### src/rtl/core/bchisq_pkg.sv
// Shared constants and control/status types for the byte chi-square test.
// No dependencies; every other file in rtl/core imports this package.
`timescale 1ns / 1ps

package bchisq_pkg;

	localparam int unsigned BCHISQ_MAX_LEN_DEF = 65536;
	localparam int unsigned NUM_BINS           = 256;
	localparam int unsigned BYTE_W             = 8;
	localparam int unsigned CHI_W              = 40;
	localparam int unsigned COUNT_W            = 17;
	localparam int unsigned FRAC_W             = 16;
	// The uniform expectation multiplies the sum of squares by 256.
	localparam int unsigned SCALE_SHIFT        = 8;

	// Counter width that holds every count up to max_len inclusive.
	function automatic int unsigned cnt_width(input int unsigned max_len);
		int unsigned w;
		w = 1;
		while ((64'd1 << w) <= 64'(max_len)) begin
			w = w + 1;
		end
		return w;
	endfunction

	typedef struct packed {
		logic take;      // input transaction accepted this cycle
		logic upd;       // histogram and sum update for the byte just read
		logic sqr;       // register len*len
		logic div_start; // load the divider with the scaled numerator
		logic out_load;  // capture the result and clear the block state
	} bchisq_cmd_t;

	typedef struct packed {
		logic full;      // byte count has reached MAX_LEN
		logic div_idle;  // divider finished or never started
		logic out_free;  // output register can take a result this cycle
	} bchisq_sts_t;

endpackage

### src/rtl/core/bchisq_div.sv
// Restoring radix-2 divider, one quotient bit per cycle.
// Depends on bchisq_pkg for default widths.
`timescale 1ns / 1ps

module bchisq_div import bchisq_pkg::*; #(
	parameter int unsigned DIVIDEND_W = 2 * cnt_width(BCHISQ_MAX_LEN_DEF) + SCALE_SHIFT + FRAC_W,
	parameter int unsigned DIVISOR_W  = cnt_width(BCHISQ_MAX_LEN_DEF)
) (
	input  logic                  clk,
	input  logic                  arst_n,
	input  logic                  start,
	input  logic [DIVIDEND_W-1:0] dividend,
	input  logic [DIVISOR_W-1:0]  divisor,
	output logic                  busy,
	output logic [DIVIDEND_W-1:0] quotient
);

	localparam int unsigned CNT_W = $clog2(DIVIDEND_W + 1);

	logic                  busy_q;
	logic [CNT_W-1:0]      cnt_q;
	logic [DIVIDEND_W-1:0] quo_q;
	logic [DIVISOR_W-1:0]  rem_q;
	logic [DIVISOR_W-1:0]  dvs_q;
	logic [DIVISOR_W:0]    trial;
	logic [DIVISOR_W:0]    diff;
	logic                  fits;

	// The remainder stays below the divisor, so the shifted trial fits one extra bit.
	assign trial = {rem_q, quo_q[DIVIDEND_W-1]};
	assign diff  = trial - {1'b0, dvs_q};
	assign fits  = trial >= {1'b0, dvs_q};

	always_ff @(posedge clk or negedge arst_n) begin
		if (!arst_n) begin
			busy_q <= 1'b0;
			cnt_q  <= '0;
		end else if (start) begin
			busy_q <= 1'b1;
			cnt_q  <= CNT_W'(DIVIDEND_W);
		end else if (busy_q) begin
			cnt_q <= cnt_q - 1'b1;
			if (cnt_q == CNT_W'(1)) begin
				busy_q <= 1'b0;
			end
		end
	end

	// The dividend register shifts out at the top and collects quotient bits at the bottom.
	always_ff @(posedge clk) begin
		if (start) begin
			quo_q <= dividend;
			rem_q <= '0;
			dvs_q <= divisor;
		end else if (busy_q) begin
			quo_q <= {quo_q[DIVIDEND_W-2:0], fits};
			rem_q <= fits ? diff[DIVISOR_W-1:0] : trial[DIVISOR_W-1:0];
		end
	end

	assign busy     = busy_q;
	assign quotient = quo_q;

endmodule

### config.mk
export PLATFORM = sky130hd
export DESIGN_NAME = bchisq_div
export DESIGN_NICKNAME = d
export VERILOG_FILES = /design/src/rtl/core/bchisq_pkg.sv /design/src/rtl/core/bchisq_div.sv
export SDC_FILE = /design/constraint.sdc
export NUM_CORES = 1
export LEC_CHECK = 0
export BUFFER_PORTS_ARGS = -buffer_cell sky130_fd_sc_hd__buf_2
export CORE_ASPECT_RATIO = 1.4
export CORE_UTILIZATION = 39
export CTS_CLUSTER_SIZE = 40
export DETAILED_ROUTE_END_ITERATION = 10
export PLACE_DENSITY_LB_ADDON = 0.12
export SLEW_MARGIN = 20
export SYNTH_ARGS = -nofsm -noshare
export SYNTH_HDL_FRONTEND = slang
export SYNTH_SLANG_ARGS = --single-unit
### constraint.sdc
create_clock -name clk -period 2.7 [get_ports clk]
set_clock_uncertainty 0.15 [all_clocks]
set_input_delay 0.27 -clock clk [delete_from_list [all_inputs] [get_ports clk]]
set_output_delay 0.27 -clock clk [all_outputs]
set_load 0.05 [all_outputs]
### Yosys cells after proc, flatten, opt, wreduce, memory -nomap -nowiden

Cells that the tools add are included.

* muxes and demuxes: 8
* reductions and logical operators: 1
* add/sub/neg operators: 2
* equal/unequal tests: 1
* magnitude comparators: 1

Operators with widths (number)
* 58-bit 2-to-1 mux: 2
* 18-bit by 17-bit >= comparator with 1-bit output: 1
* 17-bit 2-to-1 mux: 1
* 17-bit subtractor: 1
* 6-bit 2-to-1 mux: 2
* 6-bit by 1-bit equality test with 1-bit output, second input constant: 1
* 6-bit by 1-bit subtractor with 6-bit output, second input constant: 1
* 1-bit 2-to-1 mux: 3
* 2-bit nonzero test: 1

* output and inout bits: 59
* bits of input ports: 78
* register bits: 99

### Depth between registers and ports, before layout

Gate-level depths: netlist of run 1.

* depth in word-level cells: 4
* depth in mapped cells: 11

### Least setup slack after synthesis of run 1

OpenSTA, ideal clock, no wires.

* path type: flip-flop to flip-flop
* start point: register quo_q[57], in the netlist quotient[57]
* end point: register rem_q[0]
* path buffers: 0
* arrival time: 2.743 ns
* required time: 2.464 ns
* stages on the path, launching flop included: 11
* path slack: -0.279 ns
* path through: edfxtp_1 inv_1 ha_1 inv_1 fa_1 a21o_1 a221oi_4 o211ai_2 a21oi_4 mux2_1 a211oi_1

* word-level cells in the longest chain between the ends: 2
* elaborated cells between the ends (all ways): 3

RTL lines
* start, declared: RTL line bchisq_div.sv:22 `logic [DIVIDEND_W-1:0] quo_q;`
* start signal, assigned: RTL line bchisq_div.sv:52 `quo_q <= dividend;`
* start signal, assigned: RTL line bchisq_div.sv:56 `quo_q <= {quo_q[DIVIDEND_W-2:0], fits};`
* 17-bit subtractor or 18-bit by 17-bit >= comparator with 1-bit output (tied branches): RTL line bchisq_div.sv:31, bchisq_div.sv:32
* 17-bit 2-to-1 mux (*): RTL line bchisq_div.sv:57 `rem_q <= fits ? diff[DIVISOR_W-1:0] : trial[DIVISOR_W-1:0];`
* end signal, assigned: RTL line bchisq_div.sv:57
* end, declared: RTL line bchisq_div.sv:23 `logic [DIVISOR_W-1:0] rem_q;`

Mark *: on every way between the ends. The rest lies on a longest branch, timed or not.
A chain may end at the register's enable or synchronous reset.

### Final worst setup path of run 1

* start point: register quo_q[57], in the netlist quotient[57]
* end point: register rem_q[1]

Same word-level chain as after synthesis.

==> results of run 1 <==
-- layout by cell type, fill, tap and decap left out, drive strengths merged, types with 3 or more instances in the layout --
cell type,Yosys,routed
a211oi,6,6
a21o,6,6
a21oi,12,12
a22oi,3,3
buf,7,168
clkbuf,13,11
clkinvlp,0,3
dfrtp,7,7
dfxtp,17,17
dlygate4sd3,0,18
edfxtp,75,75
ha,19,19
inv,22,24
mux2,58,58
mux2i,10,10
nand2,19,19
nand2b,7,7
nand3,5,5
nor2,24,24
nor2b,4,4
nor3,3,3
o21a,5,5
o21ai,16,16
o31ai,6,6
or3,3,3
xnor2,13,13
xor2,3,3
-- area by class of cell --
type | count | area share (%)
clock buffers | 10 | 3.47
clock inverters | 6 | 0.740
inverters | 22 | 1.31
multi-input cells | 253 | 31.9
flip-flops and latches | 99 | 42.0
well taps | 150 | 2.85
repair buffers | 187 | 17.7
-- registers in the layout, summed over array words and instances, names as in the netlist --
signal / cells
quotient: 58
dvs_q: 17
rem_q: 17
cnt_q: 6
busy: 1
-- kinds of logic after synthesis --
| family | synth area share, % |
|---|---|
| compound gates | 10.4 |
| xor+xnor | 2.80 |
| fa+ha+maj | 5.15 |
| buf+inv | 3.55 |
| flops | 55.3 |
| mux | 15.0 |
| simple gates | 7.75 |
-- routing by layer --
metal	track usage [%]	up-vias	share of wire, %
li1	-	1821	-
met1	20.8	1803	40
met2	33.1	141	51
met3	4.63	19	6.6
met4	9.01	0	2.5
met5	0	-	0
-- cell usage after synthesis (all sizes together), types with 7 or more instances --
cell type,n,area [µm²]
clkbuf,13,48.8
xnor2,13,114
ha,19,238
mux2,58,653
dfrtp,7,175
buf,7,46.3
nand2b,7,43.8
nor2,24,90.1
nand2,19,71.3
inv,22,82.6
edfxtp,75,2250
dfxtp,17,340
o21ai,16,80.1
a21oi,12,71.3
mux2i,10,100
-- power groups by stage --
| stage | clock (mW) | combinational (mW) | sequential (mW) |
|---|---|---|---|
| detailed placement | 0 | 0.802 | 1.87 |
| finish | 1.23 | 0.837 | 1.84 |
| global placement | 0 | 0.794 | 1.87 |
| CTS | 1.27 | 0.833 | 1.84 |
| global route | 1.31 | 0.891 | 1.86 |
| floorplan | 0 | 0.257 | 2.18 |
-- critical path, delay by kind of cell, from the launching register on --
family | cells | cell delay [ns]
AOI/OAI and AO/OA | 5 | 0.90
adders and majority gates | 2 | 0.46
buffers and inverters | 4 | 0.39
DFF | 1 | 0.42
muxes | 1 | 0.22
-- timing repair --
item,4_1_cts,5_1_grt
endpoints found under the hold margin,24,0
buffers inserted,2,4
cloned,0,1
gates resized for setup,5,10
setup endpoints to repair,13,15
hold buffers,18,0
pin swaps,4,2
-- per-stage QoR --
| step | util [%] | setup TNS [ns] |
|---|---|---|
| 2_1_floorplan | - | -1.86 |
| 3_3_place_gp | 48.4 | 0 |
| 3_5_place_dp | 48.4 | -0.367 |
| 4_1_cts | 52.3 | -0.00543 |
| 5_1_grt | 53.1 | -1.02 |
| 6_report | 53.1 | 0 |
-- path summary, 6_finish.rpt --
| kind | slack [ns] | end | startpoint |
|---|---|---|---|
| max in group asynchronous | 2.10 | busy$_DFF_PN0_ | arst_n |
| setup / recovery | 0.02 | rem_q[1]$_SDFFE_PP0P_ | quotient[57]$_DFFE_PP_ |
| hold reg to reg | 0.33 | rem_q[2]$_SDFFE_PP0P_ | rem_q[2]$_SDFFE_PP0P_ |
| setup reg to reg | 0.02 | rem_q[1]$_SDFFE_PP0P_ | quotient[57]$_DFFE_PP_ |
| min in group asynchronous | 0.14 | cnt_q[1]$_DFFE_PN0P_ | arst_n |
| hold / removal | 0.07 | quotient[44]$_DFFE_PP_ | dividend[44] |
==> out/results.ini, run 1 <==
[run_status]
outcome = finished, violations left
violations = DRC

[layout]
fin_area_um2 = 6600
area_delta_synth_final_pct = 31.7
instances_no_fill = 727
final_layout_size_suffix_gt1_share_pct = 44.7
antenna_cells = 0
multi_input_area_um2 = 2110
regArea_um2 = 2770
fin_nets = 670
fillers = 1118

[setup_path]
cp_max_fo = 6
cp-end-kind = flop
required_ns = 2.76
cpMaxStageDelayCell = edfxtp_1
crit_path_start_kind = flop
critical_path_class = reg -> reg
critical-path-max-stage-delay_ns = 0.42
cp_cell_sequence = inv_2, ha_4, inv_2, fa_2, a21o_1, a221oi_4, o211ai_2, a21oi_4, buf_12, buf_12, mux2i_2, a211oi_2
r2r.worst_path.cells = 12
arrival_ns = 2.74

[pwr]
powerDensity_nw_per_um2 = 593
p_seq_share_pct = 47.0
p_int_mw = 2.71
p_switching_mw = 1.19
netSwitchingFraction_pct = 30.6
pwr-share-clk_pct = 31.6
power_frac_comb_pct = 21.4
power.leakage_nw = 2.92
total_power_mw = 3.91
ir_drop_mv = 0.339

[clock_tree]
clk_pin_slew_worst_paths_ns = 0.07
cts-root-buf = clkbuf_16
cts_buffers = 9
clk_path_buf_depth = 2
cts.sinks = 99
insertion_delay_ns = 0.34
htree_levels = 3
cts_tree = done

[grt]
grt_use_total_pct = 18.6
antenna_found_initial = 0
grt_start_max_net_pins = 40
grt_pass1_wl_mm = 19.3
grt_pass1_vias = 4008
overflow = 0

[timing]
setup_slack_ns = 0.0184
period_minus_slack_ns = 2.68
holdWs_ns = 0.0737
slew_violations = 0
worstMarginPinSlew_ns = 0.559
rsz0062_at_grt = yes
slew_headroom_pct = 62.2
finalSetupViolCount = 0
clock.fmax_ghz = 0.373
period_share_pct = 99.3
finalHoldViolations = 0

[detailed_routing]
vias_per_cell = 5.20
routedWlPerCell_um = 16.2
drt_first_iter_violations = 171
drtPass1Iterations = 7
ant_nets = 0
wl_mm = 11.8
drc = 7
via_count = 3784

[logic_synthesis]
avgSynthCellArea_um2 = 12.7
synthArstFlopShare_pct = 7.07
syn_nets = 492
synth_warnings = 0
synth_cells = 394
yosysSeqAreaShare_pct = 55.3
syn_area_um2 = 5010
synth.distinct_cells = 55
synth-edff-count = 75
ys.flop_type = edfxtp_1
ys_seq_elements = 99

[worst_hold_path]
hold_depth = 2
hp-class = in -> reg

[placed_design]
placed_area_um2 = 6010
dpl.hpwl_mm = 8.82
portBuffers = 136
placed_cells = 686
pre_cts_ws_ns = -0.0518
gp_congestion = 0.819

[die]
rows = 48
die_w_um = 97.8
die_h_um = 136
start_util_pct = 40.3
pin_count = 137
dieArea_um2 = 13300
coreArea_um2 = 12400

[run]
maxCapViolCount = 0

Note: power is estimated with default switching activity, not from simulation.
==> run 2: changes to the inputs <==
--- a/config.mk
+++ b/config.mk
@@ -10,6 +10,7 @@
 export CORE_UTILIZATION = 39
 export CTS_CLUSTER_SIZE = 40
 export DETAILED_ROUTE_END_ITERATION = 10
+export GPL_TIMING_DRIVEN = 0
 export PLACE_DENSITY_LB_ADDON = 0.12
 export SLEW_MARGIN = 20
 export SYNTH_ARGS = -nofsm -noshare
==> out/results.ini, run 2 (same netlist as run 1, synthesis figures left out) <==
[detailed_routing]
drt_first_iter_violations = 161
via_count = 3751
routedWlPerCell_um = 16.6
vias_per_cell = 5.18
drc = 8
wl_mm = 12.0
ant_nets = 0
drtPass1Iterations = 7

[die]
die_w_um = 97.8
start_util_pct = 40.3
coreArea_um2 = 12400
rows = 48
dieArea_um2 = 13300
die_h_um = 136
pin_count = 137

[layout]
fin_area_um2 = 6610
final_layout_size_suffix_gt1_share_pct = 42.9
regArea_um2 = 2770
multi_input_area_um2 = 2150
antenna_cells = 0
final_common_cell = buf_2
final_cell_mix = 138 x buf_2, 75 x edfxtp_1, 57 x mux2_2
fin_nets = 667
fillers = 1113
largest_reg_flops = 58
area_delta_synth_final_pct = 31.9
instances_no_fill = 724

[setup_path]
arrival_ns = 2.81
critical_path_class = reg -> reg
critical-path-max-stage-delay_ns = 0.42
cp_max_fo = 7
cp-end-kind = flop
cp_cell_sequence = inv_2, ha_4, inv_2, fa_2, a21o_1, a221oi_4, o211ai_4, a21oi_4, buf_12, buf_12, mux2i_1, a211oi_1
path_buf_inv = 4
cpMaxStageDelayCell = edfxtp_1
required_ns = 2.74
critPathTopFamily = compound AO/OA/AOI/OAI gates
crit_path_start_kind = flop

[clock_tree]
cts_buffers = 9
cts_tree = done
cts.sinks = 99
htree_levels = 3
clk_pin_slew_worst_paths_ns = 0.07
clk_path_buf_depth = 2
cts-root-buf = clkbuf_16
insertion_delay_ns = 0.34

[placed_design]
placed_area_um2 = 5910
placed_cells = 681
gp_congestion = 0.804
pre_cts_ws_ns = -0.283
dpl.hpwl_mm = 8.53
portBuffers = 136

[pwr]
powerDensity_nw_per_um2 = 616
ir_drop_mv = 0.344
total_power_mw = 4.07
power.leakage_nw = 2.86

[timing]
finalSetupViolCount = 11
finalHoldViolations = 0
period_share_pct = 103
setup_slack_ns = -0.0689
slew_headroom_pct = 55.6
rsz0062_at_grt = yes
clock.fmax_ghz = 0.361
period_minus_slack_ns = 2.77
slew_violations = 0
worstMarginPinSlew_ns = 0.666

[grt]
grt_use_total_pct = 18.4
overflow = 0
grt_start_max_net_pins = 31
antenna_found_initial = 1
grt_pass1_wl_mm = 18.9
grt_pass1_vias = 3884

[run_status]
outcome = finished, violations left
violations = DRC, setup timing

[worst_hold_path]
hp-class = in -> reg

[run]
maxCapViolCount = 0

run 2: cell types whose count changed in the layout (fill, tap and decap cells not counted), moves of 2 or more:
| cell | previous run | this run |
|---|---|---|
| ha_1 | 18 | 16 |
| clkbuf_1 | 1 | 13 |
| bufinv_16 | 0 | 2 |
| buf_4 | 29 | 8 |
| buf_2 | 135 | 138 |
run 2: worst paths after layout:
| path | from | end | slack [ns] | cells past startpoint |
|---|---|---|---|---|
| min in group asynchronous | arst_n | busy$_DFF_PN0_ | 0.14 | 2 |
| max | quotient[57]$_DFFE_PP_ | rem_q[6]$_SDFFE_PP0P_ | -0.07 | 12 |
| max in group asynchronous | arst_n | cnt_q[1]$_DFFE_PN0P_ | 2.09 | 2 |
| min reg2reg | rem_q[12]$_SDFFE_PP0P_ | rem_q[12]$_SDFFE_PP0P_ | 0.34 | 2 |
| min | dividend[39] | quotient[39]$_DFFE_PP_ | 0.07 | 2 |
| max reg2reg | quotient[57]$_DFFE_PP_ | rem_q[6]$_SDFFE_PP0P_ | -0.07 | 12 |
run 2: final cells by class:
type / instances / share of cell area, %
flip-flops and latches: 99 / 41.9
multi-input cells: 253 / 32.6
repair buffers: 164 / 14.8
clock buffers: 10 / 3.47
well taps: 150 / 2.84
plain buffers: 20 / 1.72
clock inverters: 6 / 1.33
inverters: 22 / 1.31
run 2: per-stage QoR:
stage | hold WS [ns] | util (%) | TNS (ns)
after detailed placement | -0.0388 | 47.5 | -4.75
after global routing | 0.0642 | 53.1 | -1.63
after global placement | -0.0359 | 47.4 | -25.61
after CTS | 0.0566 | 52.8 | -0.320
final | 0.0738 | 53.1 | -0.462
after floorplan | -0.176 | - | -1.86
run 2: power breakdown:
part / switching [mW] / internal [mW] / leakage [nW] / total [mW]
registers: 0.0651 / 1.77 / 0.992 / 1.84
logic: 0.537 / 0.294 / 1.72 / 0.831
clock network: 0.585 / 0.814 / 0.147 / 1.40
run 2: metal layers:
metal / GRT usage [%] / share of wire, % / vias up
met5: 0 / 0.083 / -
met1: 21.5 / 41 / 1794
li1: - / - / 1803
met4: 7.24 / 2.3 / 2
met2: 31.8 / 50 / 129
met3: 5.50 / 7.0 / 23
run 2: what timing repair did:
action,4_1_cts,5_1_grt
gates resized for setup,18,9
pin swaps,9,8
setup endpoints to repair,18,14
endpoints found under the hold margin,24,0
hold buffers,18,0
buffers inserted,6,2
cloned,1,0
==> run 3: changes to the inputs <==
--- a/config.mk
+++ b/config.mk
@@ -5,6 +5,7 @@
 export SDC_FILE = /design/constraint.sdc
 export NUM_CORES = 1
 export LEC_CHECK = 0
+export ABC_AREA = 1
 export BUFFER_PORTS_ARGS = -buffer_cell sky130_fd_sc_hd__buf_2
 export CORE_ASPECT_RATIO = 1.4
 export CORE_UTILIZATION = 39
==> out/results.ini, run 3 <==
[layout]
final_common_cell = nand2_1
fin_area_um2 = 6680
final_layout_size_suffix_gt1_share_pct = 21.4
antenna_cells = 0
final_cell_mix = 302 x nand2_1, 136 x buf_2, 77 x inv_1
instances_no_fill = 1001
largest_reg_flops = 58
area_delta_synth_final_pct = 26.1
fin_nets = 912

[run_status]
outcome = completed

[grt]
antenna_found_initial = 0
grt_pass1_wl_mm = 22.1
grt_use_total_pct = 20.1
grt_start_max_net_pins = 36
overflow = 0
grt_pass1_vias = 4655

[clock_tree]
hold_buffers = 18
htree_levels = 3
clk_path_buf_depth = 2
cts.sinks = 99
clk_pin_slew_worst_paths_ns = 0.07
post_cts_resized = 0
cts_setup_buffers = 0
cts-root-buf = clkbuf_16
insertion_delay_ns = 0.35
cts_buffers = 9
cts_tree = done

[setup_path]
path_buf_inv = 4
critPathTopFamily = adder cells
cpMostUsedCell = inv_1
required_ns = 2.63
cpMaxStageDelayCell = fa_1
cp-end-kind = flop
cp_cell_sequence = inv_1, ha_1, inv_1, fa_1, nand3_1, nand3_2, nand2_2, buf_6, buf_8, a31oi_1
arrival_ns = 2.28
critical_path_class = reg -> reg
cp_max_fo = 10
critical-path-max-stage-delay_ns = 0.49
crit_path_start_kind = flop

[logic_synthesis]
synth_cells = 648
synth-edff-count = 75
synth_top_area_share_pct = 42.5
synthTopCellsByCount = 302 x nand2_1, 78 x inv_1, 75 x edfxtp_1, 41 x nand3_1, 21 x nor2_1
synth_warnings = 0
syn_area_um2 = 5300
avgSynthCellArea_um2 = 8.18
yosysMostFrequentCell = nand2_1
syn_nets = 746
ys_seq_elements = 99
synth.distinct_cells = 29
synthArstFlopShare_pct = 7.07
yosys-top-cells-area = edfxtp_1 42%, nand2_1 21%, dfxtp_1 6.4%
yosysSeqAreaShare_pct = 52.2
ys.flop_type = edfxtp_1
synth_largest_area_cell = edfxtp_1

[worst_hold_path]
hp-class = in -> reg

[detailed_routing]
routedWlPerCell_um = 13.5
drt_first_iter_violations = 197
wl_mm = 13.5
vias_per_cell = 4.66
via_count = 4665
ant_nets = 0
drc = 0
drtPass1Iterations = 5

[timing]
worstMarginPinSlew_ns = 0.765
period_minus_slack_ns = 2.36
slew_violations = 0
clock.fmax_ghz = 0.424
rsz0062_at_grt = no
period_share_pct = 87.3
slew_headroom_pct = 48.8
finalSetupViolCount = 0
finalHoldViolations = 0

[die]
start_util_pct = 39.8
die_w_um = 101
coreArea_um2 = 13300
rows = 50
pin_count = 137
die_h_um = 140
dieArea_um2 = 14100

[placed_design]
placed_area_um2 = 6230
dpl.hpwl_mm = 10.1
placed_cells = 967
gp_congestion = 0.861
portBuffers = 136

[pwr]
powerDensity_nw_per_um2 = 854
power.leakage_nw = 3.48
ir_drop_mv = 0.331

[run]
maxCapViolCount = 0

-- run 3: changes by cell type in the layout (fill, tap and decap cells not counted), moves of 9 or more --
cell and delta:
nand3_1 +37, mux2_2 -57, nand3b_1 +9, nand2_1 +284, inv_1 +58
-- run 3: final timing paths --
check / startpoint / endpoint / slack [ns] / depth (start not counted)
max: quotient[57]$_DFFE_PP_ / quotient[0]$_DFFE_PP_ / 0.34 / 10
min: dividend[35] / quotient[35]$_DFFE_PP_ / 0.04 / 3
max reg2reg: quotient[57]$_DFFE_PP_ / quotient[0]$_DFFE_PP_ / 0.34 / 10
min reg2reg: rem_q[13]$_SDFFE_PP0P_ / rem_q[13]$_SDFFE_PP0P_ / 0.32 / 2
max in group asynchronous: arst_n / cnt_q[1]$_DFFE_PN0P_ / 2.10 / 2
min in group asynchronous: arst_n / cnt_q[0]$_DFFE_PN0P_ / 0.14 / 2
-- run 3: per-stage QoR --
| step | hold WS [ns] | setup TNS, ns | util, % | total power, mW | worst slack, ns |
|---|---|---|---|---|---|
| finish | 0.0390 | 0 | 50.2 | 5.71 | 0.344 |
| global route | 0.0459 | 0 | 50.2 | 6.10 | 0.183 |
| floorplan | -0.176 | 0 | - | 3.90 | 0.0362 |
| CTS | 0.0316 | 0 | 50.2 | 5.72 | 0.338 |
| global placement | -0.0410 | -76.43 | 46.6 | 4.44 | -1.17 |
| detailed placement | -0.0390 | 0 | 46.8 | 4.48 | 0.119 |
-- run 3: where the power goes --
part | leakage (nW) | internal (mW) | total (mW) | switching, mW
clock network | 0.126 | 0.631 | 1.23 | 0.603
logic | 2.34 | 0.858 | 2.44 | 1.59
registers | 1.02 | 1.89 | 2.03 | 0.142
total | 3.48 | 3.38 | 5.71 | 2.33
-- run 3: cell families (layout without fill, tap and decap cells) --
group,Yosys count,in the layout,share of synthesized area (%)
flip-flops,99,99,52.2
AND/OR/NAND/NOR,393,393,30.6
adder cells (fa/ha/maj),20,20,4.86
AO/OA/AOI/OAI,30,30,3.23
XOR/XNOR,7,7,1.16
buffers and inverters,99,270,7.93
-- run 3: tightest hold or removal path: stages --
cell     delay, ns
buf_2         0.07
nand2_1       0.04
nand2_1       0.05
-- run 3: cell type report --
cell class                      count  area (µm²)
Buffer                             20         124
Clock buffer                       11         233
Clock inverter                      5        37.5
Fill cell                        1352        6640
Inverter                           79         299
Multi-Input combinational cell    450        2110
Sequential cell                    99        2770
Tap cell                          182         228
Timing Repair Buffer              155         881
-- run 3: per-layer routing --
metal  GRT usage [%]  vias to the layer above  routed length (µm)
li1                -                     2387                   -
met1            22.7                     2131                5720
met2            36.0                      127                6810
met3            4.19                       20                 693
met4            8.47                        0                 287
met5               0                        -                   0
